==> src/rtl/bmhpq_pkg.sv <==
// shared types and constants for the binary max-heap priority queue
// no dependencies
package bmhpq_pkg;

  localparam int unsigned Capacity = 1024;
  localparam int unsigned AddrW    = $clog2(Capacity);
  localparam int unsigned CountW   = $clog2(Capacity + 1);
  localparam int unsigned KeyW     = 32;
  localparam int unsigned TagW     = 16;
  localparam int unsigned OccW     = 11;

  typedef enum logic [1:0] {
    OpInsert = 2'd0,
    OpRemove = 2'd1,
    OpClear  = 2'd2,
    OpNone   = 2'd3
  } op_e;

  typedef enum logic [1:0] {
    StOk    = 2'd0,
    StEmpty = 2'd1,
    StFull  = 2'd2
  } status_e;

  // classified command handed from front to back
  typedef struct packed {
    op_e              op;
    logic [KeyW-1:0]  key;
    logic [TagW-1:0]  tag;
  } cmd_t;

  typedef struct packed {
    logic [KeyW-1:0]   key;
    logic [TagW-1:0]   tag;
    status_e           status;
    logic              now_empty;
    logic              now_full;
    logic [OccW-1:0]   occupancy;
  } res_t;

endpackage

==> src/rtl/bmhpq_front.sv <==
// front end: accepts items and queues classified commands
// depends on bmhpq_pkg
module bmhpq_front (
  input  logic              clk_i,
  input  logic              rst_ni,
  input  logic              in_valid_i,
  output logic              in_ready_o,
  input  logic [1:0]        operation_i,
  input  logic signed [31:0] new_key_i,
  input  logic [15:0]       new_tag_i,
  output logic              cmd_valid_o,
  input  logic              cmd_ready_i,
  output bmhpq_pkg::cmd_t   cmd_o
);
  import bmhpq_pkg::*;

  // two-entry queue
  cmd_t       mem_q [2];
  logic       wptr_q, rptr_q;
  logic [1:0] cnt_q;
  logic       push, pop;
  cmd_t       c;

  always_comb begin
    c.key = new_key_i;
    c.tag = new_tag_i;
    c.op  = op_e'(operation_i);
  end

  assign in_ready_o  = cnt_q != 2'd2;
  assign cmd_valid_o = cnt_q != 2'd0;
  assign cmd_o       = mem_q[rptr_q];
  assign push = in_valid_i && in_ready_o;
  assign pop  = cmd_valid_o && cmd_ready_i;

  always_ff @(posedge clk_i) begin
    if (push) mem_q[wptr_q] <= c;
  end

  always_ff @(posedge clk_i or negedge rst_ni) begin
    if (!rst_ni) begin
      wptr_q <= 1'b0;
      rptr_q <= 1'b0;
      cnt_q  <= 2'd0;
    end else begin
      if (push) wptr_q <= ~wptr_q;
      if (pop)  rptr_q <= ~rptr_q;
      cnt_q <= cnt_q + {1'b0, push} - {1'b0, pop};
    end
  end

  a_no_overflow: assert property (@(posedge clk_i) disable iff (!rst_ni)
    cnt_q == 2'd2 |-> !push) else $error("queue overflow");
  a_valid_count: assert property (@(posedge clk_i) disable iff (!rst_ni)
    cnt_q != 2'd3) else $error("bad queue count");
  a_pop_moves: assert property (@(posedge clk_i) disable iff (!rst_ni)
    pop && !push |=> cnt_q == $past(cnt_q) - 2'd1) else $error("pop lost");

endmodule

==> config.mk <==
export PLATFORM = sky130hd
export DESIGN_NAME = bmhpq_front
export DESIGN_NICKNAME = d
export VERILOG_FILES = /design/src/rtl/bmhpq_pkg.sv /design/src/rtl/bmhpq_front.sv
export SDC_FILE = /design/constraint.sdc
export NUM_CORES = 1
export LEC_CHECK = 0
export BUFFER_PORTS_ARGS = -buffer_cell sky130_fd_sc_hd__buf_2
export CAP_MARGIN = 20
export CELL_PAD_IN_SITES_DETAIL_PLACEMENT = 0
export CELL_PAD_IN_SITES_GLOBAL_PLACEMENT = 1
export CORE_UTILIZATION = 30
export CTS_CLUSTER_SIZE = 14
export DETAILED_ROUTE_END_ITERATION = 10
export PLACE_DENSITY_LB_ADDON = 0.12
export SYNTH_ARGS = -nofsm -noshare
export SYNTH_HDL_FRONTEND = slang
export SYNTH_SLANG_ARGS = --single-unit
==> constraint.sdc <==
create_clock -name clk_i -period 4.3 [get_ports clk_i]
set_clock_uncertainty 0.05 [all_clocks]
set_input_delay 0.86 -clock clk_i [delete_from_list [all_inputs] [get_ports clk_i]]
set_output_delay 0.86 -clock clk_i [all_outputs]
set_load 0.01 [all_outputs]
==> flow_metrics.py, run 1 <==
metrics = {
    "global_route": {
        "grt_pass1_wl_mm": 10.3,
        "gr-total-overflow": 0,
        "grt_usage_pct": 11.0,
        "grt_pass1_vias": 1940,
        "grt_max_degree": 29,
        "antenna_found_initial": 0,
    },
    "place": {
        "dpl.hpwl_mm": 4.54,
        "gp_congestion": 0.604,
        "dp_cells": 444,
        "dpl_cell_area_um2": 4550,
        "portBuffers": 105,
    },
    "timing": {
        "fin_crit_sh_pct": 60.5,
        "tns_ns": 0,
        "hold_viol": 0,
        "maxSlewViolCount": 0,
        "hold_slack_ns": 0.266,
        "maxSlewHeadroom_pct": 49.9,
        "post-route-min-period_ns": 2.60,
        "setup_viol": 0,
        "tightest_slew_ns": 0.750,
        "rsz0062_at_grt": "no",
        "fmax_ghz": 0.384,
    },
    "worst_setup_path": {
        "worstSetupStartpointType": "register",
        "end_kind": "output port",
        "crit_path_max_fanout": 23,
        "cp.arrival_ns": 1.69,
        "reg2reg_to": "mem_q[1][43]$_DFFE_PP_",
        "r2r_slack_ns": 2.28,
        "crit-reg2reg-launch": "cnt_q[1]$_DFF_PN0_",
        "required_ns": 3.39,
        "path_class": "reg -> out",
        "r2r_cells": 3,
    },
    "cells_and_area": {
        "final_cell_area_um2": 4890,
        "fin_nets": 343,
        "area_growth_pct": 27.6,
        "antennaDiodeCount": 0,
        "fill_cells": 1161,
        "drive_gt1_share_pct": 59.2,
        "fin_cells": 460,
    },
    "yosys": {
        "ys_types": 15,
        "synth_edf_count": 100,
        "ys_ff_latch": 104,
        "avgSynthCellArea_um2": 22.2,
        "yosysMostFrequentCell": "edfxtp_1",
        "syn_nets": 229,
        "async_reset_ff_share_pct": 3.85,
        "yosysTopAreaCell": "edfxtp_1",
        "yosysTopAreaCellShare_pct": 78.4,
        "yosys-top-cells-count": "edfxtp_1, mux2_2, buf_6",
        "synth_warnings": 0,
        "ys.flop_type": "edfxtp_1",
        "ys_top_cells_by_area": "edfxtp_1, mux2_2, dfrtp_1",
        "ys_seq_area_share_pct": 81.0,
        "syn_inst": 173,
        "syn-cell-area_um2": 3830,
    },
    "drt": {
        "drt_iter0_drc": 52,
        "wl_mm": 7.02,
        "drc": 0,
        "vias": 1912,
        "drt-vias-per-instance": 4.16,
        "wl_per_cell_um": 15.3,
        "ant_nets": 0,
        "firstDrtPassIters": 4,
    },
    "floorplanning": {
        "die_x_um": 115,
        "rows": 40,
        "io_pins": 106,
        "fp.dieH_um": 115,
        "initial_core_util_pct": 31.4,
        "coreArea_um2": 12200,
        "design.die.area_um2": 13200,
    },
    "clock_network": {
        "clk_latency_ns": 0.34,
        "cts_setup_buffers": 0,
        "ctsResizeCount": 0,
        "tritoncts": "yes",
        "clock_path_buffers": 2,
        "cts.sinks": 104,
        "path_clk_slew_ns": 0.07,
        "h-tree-depth": 3,
        "holdBufCountCts": 0,
        "cts_buffers": 9,
        "root_buffer": "clkbuf_16",
    },
    "pwr": {
        "p_per_area_nw_per_um2": 681,
        "irDropWorstVdd_mv": 0.353,
        "p_leak_nw": 1.82,
    },
    "job": {
        "cap_violations": 0,
    },
    "worst_hold_path": {
        "hp-class": "in -> async",
    },
    "status": {
        "status": "finished, final reports clean",
    },
}
==> flip-flops by register name, summed over array words and instances, names as in the netlist <==
signal,flops
mem_q,100
cnt_q,2
rptr_q,1
wptr_q,1
==> cells in the final DEF, fill, tap and decap left out, types with 2 or more instances in the layout <==
master     instances
bufinv_16          3
mux2_1             4
buf_4              3
dfrtp_1            3
clkbuf_16          9
xnor2_1            3
mux2_2            46
ha_1               2
edfxtp_1         100
buf_2            105
==> cell type report <==
cell class	instances	area [um2]	share of cell area [%]
clock buffer	10	229	4.68
inverter	1	3.75	0.0768
clock inverter	6	108	2.20
timing repair buffer	109	568	11.6
multi-input combinational	62	667	13.6
sequential	104	3100	63.5
tap	168	210	4.30
==> metrics by stage <==
step	setup slack, ns	util (%)	total power [W]
floorplan	0.738	-	0.00212
global placement	1.83	37.3	0.00246
detailed placement	1.84	37.3	0.00247
CTS	1.64	40.0	0.00339
global route	1.59	40.0	0.00351
finish	1.70	40.0	0.00333
==> worst max-delay path, stage by stage, from the launching register on <==
cell	delay (ns)
dfrtp_2	0.47
buf_4	0.35
mux2_2	0.39
buf_2	0.14
==> worst max-delay path by stage <==
| stage | to | slack [ns] | cells after the start | start |
|---|---|---|---|---|
| global route | cmd_o[16] | 1.59 | 3 | rptr_q$_DFFE_PN0P_ |
| floorplan | mem_q[0][0]$_DFFE_PP_ | 0.74 | 2 | in_valid_i |
| finish | cmd_o[35] | 1.70 | 3 | rptr_q$_DFFE_PN0P_ |
| detailed placement | mem_q[1][44]$_DFFE_PP_ | 1.84 | 3 | in_valid_i |
| global placement | mem_q[1][46]$_DFFE_PP_ | 1.83 | 3 | in_valid_i |
| CTS | cmd_o[36] | 1.64 | 3 | rptr_q$_DFFE_PN0P_ |
==> power by group <==
part           internal (W)  switching (W)
clock              0.000567       0.000351
combinational      0.000442       0.000520
sequential          0.00139      0.0000621
total               0.00240       0.000933
==> kinds of logic (layout without fill, tap and decap cells) <==
logic type	after synthesis	count (layout)	synth area share [%]
flops	104	104	81.0
mux	50	50	14.7
buf+inv	7	126	1.86
simple gates	6	6	0.914
xor+xnor	4	4	0.914
fa+ha+maj	2	2	0.653
==> per-layer routing <==
metal | part of all wire (%) | vias to the layer above | global-route usage (%)
li1 | - | 903 | -
met1 | 45 | 936 | 13.4
met2 | 47 | 63 | 17.1
met3 | 6.0 | 10 | 3.64
met4 | 2.0 | 0 | 6.23
met5 | 0 | - | 0
(Power assumes the default switching activity.)
==> run 2, diff against run 1 <==
==> constraint.sdc (replaced) <==
create_clock -name clk_i -period 2.1 [get_ports clk_i]
set_clock_uncertainty 0.05 [all_clocks]
set_input_delay 0.42 -clock clk_i [delete_from_list [all_inputs] [get_ports clk_i]]
set_output_delay 0.42 -clock clk_i [all_outputs]
set_load 0.01 [all_outputs]
==> run 2 against run 1 <==
Net effect: combinational power increased by 120%; register-to-register slack got worse by 1.9 ns; clock power increased by 100%; utilization increased by 0.40 points; cell count increased by 0.65%; wire length increased by 0.17%; cell area increased by 1.0%; hold slack got worse by 0.049 ns; non-clock buffer count increased by 3; largest cell class unchanged; largest power group unchanged.
==> flow_metrics.py, run 2 (same netlist as run 1, synthesis figures left out) <==
metrics = {
    "timing": {
        "setup_viol": 0,
        "rsz0062_at_grt": "no",
        "maxSlewViolCount": 0,
        "fmax_ghz": 0.510,
        "tns_ns": 0,
        "hold_slack_ns": 0.217,
        "tightest_slew_ns": 0.410,
        "hold_viol": 0,
        "fin_crit_sh_pct": 93.3,
        "layout_setup_ws_ns": 0.141,
        "maxSlewHeadroom_pct": 72.6,
        "post-route-min-period_ns": 1.96,
    },
    "drt": {
        "vias": 1948,
        "ant_nets": 0,
        "wl_mm": 7.03,
        "drt-vias-per-instance": 4.21,
        "drc": 0,
        "drt_iter0_drc": 78,
        "wl_per_cell_um": 15.2,
        "firstDrtPassIters": 4,
    },
    "global_route": {
        "grt_pass1_vias": 2063,
        "gr-total-overflow": 0,
        "grt_pass1_wl_mm": 10.8,
        "antenna_found_initial": 0,
        "gr-usage-met1_pct": 13.0,
        "grt_busiest_layer": "met2",
        "use_met3_pct": 5.32,
        "gr-usage-met2_pct": 18.9,
        "grt_max_degree": 34,
        "grt_usage_pct": 11.4,
    },
    "floorplanning": {
        "rows": 40,
        "initial_core_util_pct": 31.4,
        "die_x_um": 115,
        "fp.dieH_um": 115,
        "design.die.area_um2": 13200,
        "io_pins": 106,
        "coreArea_um2": 12200,
    },
    "clock_network": {
        "path_clk_slew_ns": 0.06,
        "clk_latency_ns": 0.34,
        "cts.sinks": 104,
        "cts_buffers": 9,
        "cts_setup_buffers": 0,
        "clock_path_buffers": 2,
        "tritoncts": "yes",
        "root_buffer": "clkbuf_16",
        "h-tree-depth": 3,
    },
    "worst_setup_path": {
        "cp.arrival_ns": 1.49,
        "cpLargestDelayFamily": "flip-flops",
        "cp_num_buf_inv": 2,
        "end_kind": "output port",
        "cp_slowest_stage_delay_ns": 0.41,
        "path_class": "reg -> out",
        "worstSetupStartpointType": "register",
        "required_ns": 1.63,
        "path_cells": "buf_12 > mux2_2 > buf_2",
        "slowest_stage": "dfrtp_2",
        "crit_path_max_fanout": 29,
    },
    "pwr": {
        "p_per_area_nw_per_um2": 1390,
        "irDropWorstVdd_mv": 0.777,
        "p_leak_nw": 1.84,
    },
    "cells_and_area": {
        "area_growth_pct": 28.9,
        "antennaDiodeCount": 0,
        "layout_commonest_cell": "buf_2",
        "most-common-layout-cells": "buf_2, edfxtp_1, mux2_2",
        "drive_gt1_share_pct": 59.3,
        "fin_nets": 346,
        "largest_register_ffs": 100,
        "max_flop_register": "mem_q",
        "reg_top3": "mem_q x100, cnt_q x2",
    },
    "place": {
        "dp_slack_ns": 0.391,
        "gp_congestion": 0.688,
        "portBuffers": 105,
        "dpl.hpwl_mm": 4.61,
    },
    "job": {
        "cap_violations": 0,
    },
    "worst_hold_path": {
        "hp-class": "in -> reg",
    },
    "status": {
        "status": "finished, final reports clean",
    },
}
[run 2: cell count changes in the layout (fill, tap and decap cells not counted), sizes merged]
| cell | before | now |
|---|---|---|
| buf | 109 | 111 |
| clkbuf | 10 | 9 |
| clkinvlp | 0 | 1 |
| dlygate4sd3 | 0 | 1 |
[run 2: final cells by class]
class	count	area, um2
Tap cell	168	210
Sequential cell	104	3100
Inverter	1	3.75
Multi-Input combinational cell	62	667
Clock buffer	9	225
Clock inverter	7	110
Timing Repair Buffer	112	618
Fill cell	1175	7270
[run 2: final timing paths]
kind	from	endpoint	slack [ns]	depth (start not counted)
worst max-delay path	rptr_q$_DFFE_PN0P_	cmd_o[18]	0.14	3
worst min-delay path	new_key_i[17]	mem_q[1][33]$_DFFE_PP_	0.22	1
worst max register to register	cnt_q[1]$_DFF_PN0_	cnt_q[1]$_DFF_PN0_	0.38	7
worst min register to register	cnt_q[0]$_DFF_PN0_	cnt_q[0]$_DFF_PN0_	0.47	1
max in group asynchronous	rst_ni	rptr_q$_DFFE_PN0P_	1.51	2
min in group asynchronous	rst_ni	cnt_q[1]$_DFF_PN0_	0.36	2
[run 2: stage by stage]
step	utilization, %	instance area (um2)	cells	total power [W]
2_1_floorplan	-	3840	173	0.00433
3_3_place_gp	37.6	4590	446	0.00513
3_5_place_dp	37.6	4590	446	0.00514
4_1_cts	40.4	4940	463	0.00702
5_1_grt	40.4	4940	463	0.00726
6_report	40.4	4940	463	0.00688
[run 2: where the power goes]
part | leakage (nW) | total, W | internal, W | switching [W]
Combinational | 0.706 | 0.00207 | 0.000976 | 0.00109
Sequential | 0.974 | 0.00296 | 0.00284 | 0.000117
Clock | 0.161 | 0.00185 | 0.00115 | 0.000694
Total | 1.84 | 0.00688 | 0.00497 | 0.00191
[run 2: repair_timing]
| action | 4_1_cts | 5_1_grt |
|---|---|---|
| hold buffers | 1 | 0 |
| gates resized for setup | 0 | 0 |
| endpoints found under the hold margin | 4 | 0 |
[run 2: per-layer routing]
layer	routed length (um)	vias up
met2	3500	61
met1	3000	970
li1	-	912
met5	0	-
met4	74	0
met3	452	5
==> run 3, diff against run 2 <==
==> constraint.sdc (replaced) <==
create_clock -name clk_i -period 1.6 [get_ports clk_i]
set_clock_uncertainty 0.05 [all_clocks]
set_input_delay 0.32 -clock clk_i [delete_from_list [all_inputs] [get_ports clk_i]]
set_output_delay 0.32 -clock clk_i [all_outputs]
set_load 0.01 [all_outputs]
==> run 3 against run 2 <==
Net effect: utilization is 2.1 points higher; critical path depth stayed put; cell count is 3.0% higher; worst setup slack lost 0.39 ns; largest cell class unchanged; the flow now finishes with violations (negative setup slack); highest routed layer unchanged; register-to-register slack worse by 0.46 ns.
==> flow_metrics.py, run 3 (same netlist as run 1, synthesis figures left out) <==
metrics = {
    "worst_setup_path": {
        "end_kind": "output port",
        "r2r_slack_ns": -0.08,
        "path_class": "reg -> out",
        "worstSetupStartpointType": "register",
        "slowest_stage": "dfrtp_2",
        "r2r_cells": 7,
        "reg2reg_to": "cnt_q[1]$_DFF_PN0_",
        "path_cells": "buf_12 > mux2_2 > buf_2",
        "crit_path_max_fanout": 28,
        "crit-reg2reg-launch": "cnt_q[1]$_DFF_PN0_",
        "cp.arrival_ns": 1.48,
        "required_ns": 1.23,
        "cp_slowest_stage_delay_ns": 0.41,
    },
    "floorplanning": {
        "design.die.area_um2": 13200,
        "rows": 40,
        "initial_core_util_pct": 31.4,
        "coreArea_um2": 12200,
        "io_pins": 106,
        "die_x_um": 115,
        "fp.dieH_um": 115,
    },
    "place": {
        "portBuffers": 105,
        "dpl.hpwl_mm": 4.53,
        "gp_congestion": 0.674,
    },
    "clock_network": {
        "h-tree-depth": 3,
        "root_buffer": "clkbuf_16",
        "clk_latency_ns": 0.34,
        "tritoncts": "yes",
        "path_clk_slew_ns": 0.06,
        "cts.sinks": 104,
        "cts_buffers": 9,
        "clock_path_buffers": 2,
    },
    "cells_and_area": {
        "fin_nets": 360,
        "max_flop_register": "mem_q",
        "reg_top3": "mem_q x100, cnt_q x2",
        "area_growth_pct": 35.5,
        "fill_cells": 1160,
        "drive_gt1_share_pct": 62.5,
        "antennaDiodeCount": 0,
        "largest_register_ffs": 100,
        "most-common-layout-cells": "buf_2, edfxtp_1, mux2_2",
    },
    "pwr": {
        "p_per_area_nw_per_um2": 1780,
        "irDropWorstVdd_mv": 0.730,
        "p_leak_nw": 1.96,
        "power_w": 0.00926,
    },
    "timing": {
        "setup_viol": 52,
        "maxSlewHeadroom_pct": 88.1,
        "layout_setup_ws_ns": -0.250,
        "fin_crit_sh_pct": 116,
        "fmax_ghz": 0.540,
        "post-route-min-period_ns": 1.85,
        "hold_slack_ns": 0.111,
        "hold_viol": 0,
        "maxSlewViolCount": 0,
        "rsz0062_at_grt": "yes",
        "tightest_slew_ns": 0.179,
    },
    "worst_hold_path": {
        "min_to": "mem_q[0][43]$_DFFE_PP_",
        "hold_start": "new_key_i[27]",
        "holdPathStages": 1,
        "hp-class": "in -> reg",
    },
    "drt": {
        "wl_per_cell_um": 15.6,
        "drt-vias-per-instance": 4.22,
        "wl_mm": 7.46,
        "vias": 2012,
        "ant_nets": 0,
        "firstDrtPassIters": 4,
        "drc": 0,
        "drt_iter0_drc": 72,
    },
    "global_route": {
        "grt_max_degree": 29,
        "grt_usage_pct": 11.5,
        "gr-total-overflow": 0,
        "grt_pass1_wl_mm": 10.7,
        "grt_pass1_vias": 2060,
        "antenna_found_initial": 0,
    },
    "status": {
        "violations": "negative setup slack",
        "status": "complete, but fails checks",
    },
    "job": {
        "cap_violations": 0,
    },
}
## run 3: cell count changes in the layout (fill, tap and decap cells not counted), moves of 2 or more
cell | previous run | this run
buf_6 | 0 | 9
buf_2 | 105 | 100
mux2_2 | 46 | 41
mux2_4 | 0 | 5
clkbuf_16 | 9 | 13
buf_12 | 3 | 6
bufinv_16 | 3 | 0
buf_4 | 3 | 5
clkinv_2 | 1 | 3
ha_1 | 2 | 0
ha_4 | 0 | 2
## run 3: worst max-delay path: cells and delay by family, from the launching register on
family,cells,cell delay [ns]
DFF,1,0.41
muxes,1,0.36
buffers and inverters,2,0.35
## run 3: cell type report
type / count / area, um2 / share of cell area, %
Clock buffer: 10 / 229 / 4.41
Clock inverter: 6 / 26.3 / 0.506
Inverter: 1 / 3.75 / 0.0723
Multi-Input combinational cell: 62 / 733 / 14.1
Sequential cell: 104 / 3100 / 59.8
Tap cell: 168 / 210 / 4.05
Timing Repair Buffer: 126 / 885 / 17.0
## run 3: timing repair
action                                 in CTS  in global routing
setup buffers                               1                  4
setup endpoints to repair                  51                103
pin swaps                                   7                  4
cloned                                      0                  5
hold buffers                                1                  0
gates resized for setup                    11                 11
endpoints found under the hold margin       4                  0
## run 3: worst max-delay path by stage
stage	start	to	cells after the start
final	rptr_q$_DFFE_PN0P_	cmd_o[2]	3
after global routing	rptr_q$_DFFE_PN0P_	cmd_o[34]	3
after CTS	rptr_q$_DFFE_PN0P_	cmd_o[40]	3
after detailed placement	cnt_q[1]$_DFF_PN0_	cnt_q[1]$_DFF_PN0_	7
after global placement	cnt_q[1]$_DFF_PN0_	cnt_q[1]$_DFF_PN0_	7
after floorplan	cnt_q[1]$_DFF_PN0_	mem_q[0][0]$_DFFE_PP_	3
## run 3: power breakdown
group	leakage (nW)	internal (W)	switching, W	total [W]
Combinational	0.861	0.00183	0.00163	0.00346
Clock	0.129	0.00103	0.000887	0.00192
Sequential	0.974	0.00372	0.000153	0.00388
Total	1.96	0.00658	0.00267	0.00926
## run 3: layer usage
layer / routed length [um] / GRT usage, %
met3: 487 / 5.06
met4: 133 / 5.71
met2: 3680 / 18.5
met1: 3150 / 13.0
met5: 0 / 0
## run 3: metrics by stage
stage | worst slack [ns] | area, um2 | util [%] | cells | setup TNS (ns)
2_1_floorplan | -0.286 | 3840 | - | 173 | -21.40
3_3_place_gp | -0.0517 | 4660 | 38.2 | 450 | -0.0517
3_5_place_dp | -0.112 | 4660 | 38.2 | 450 | -0.112
4_1_cts | -0.283 | 5000 | 40.9 | 468 | -13.06
5_1_grt | -0.311 | 5190 | 42.5 | 477 | -15.06
6_report | -0.250 | 5190 | 42.5 | 477 | -11.24
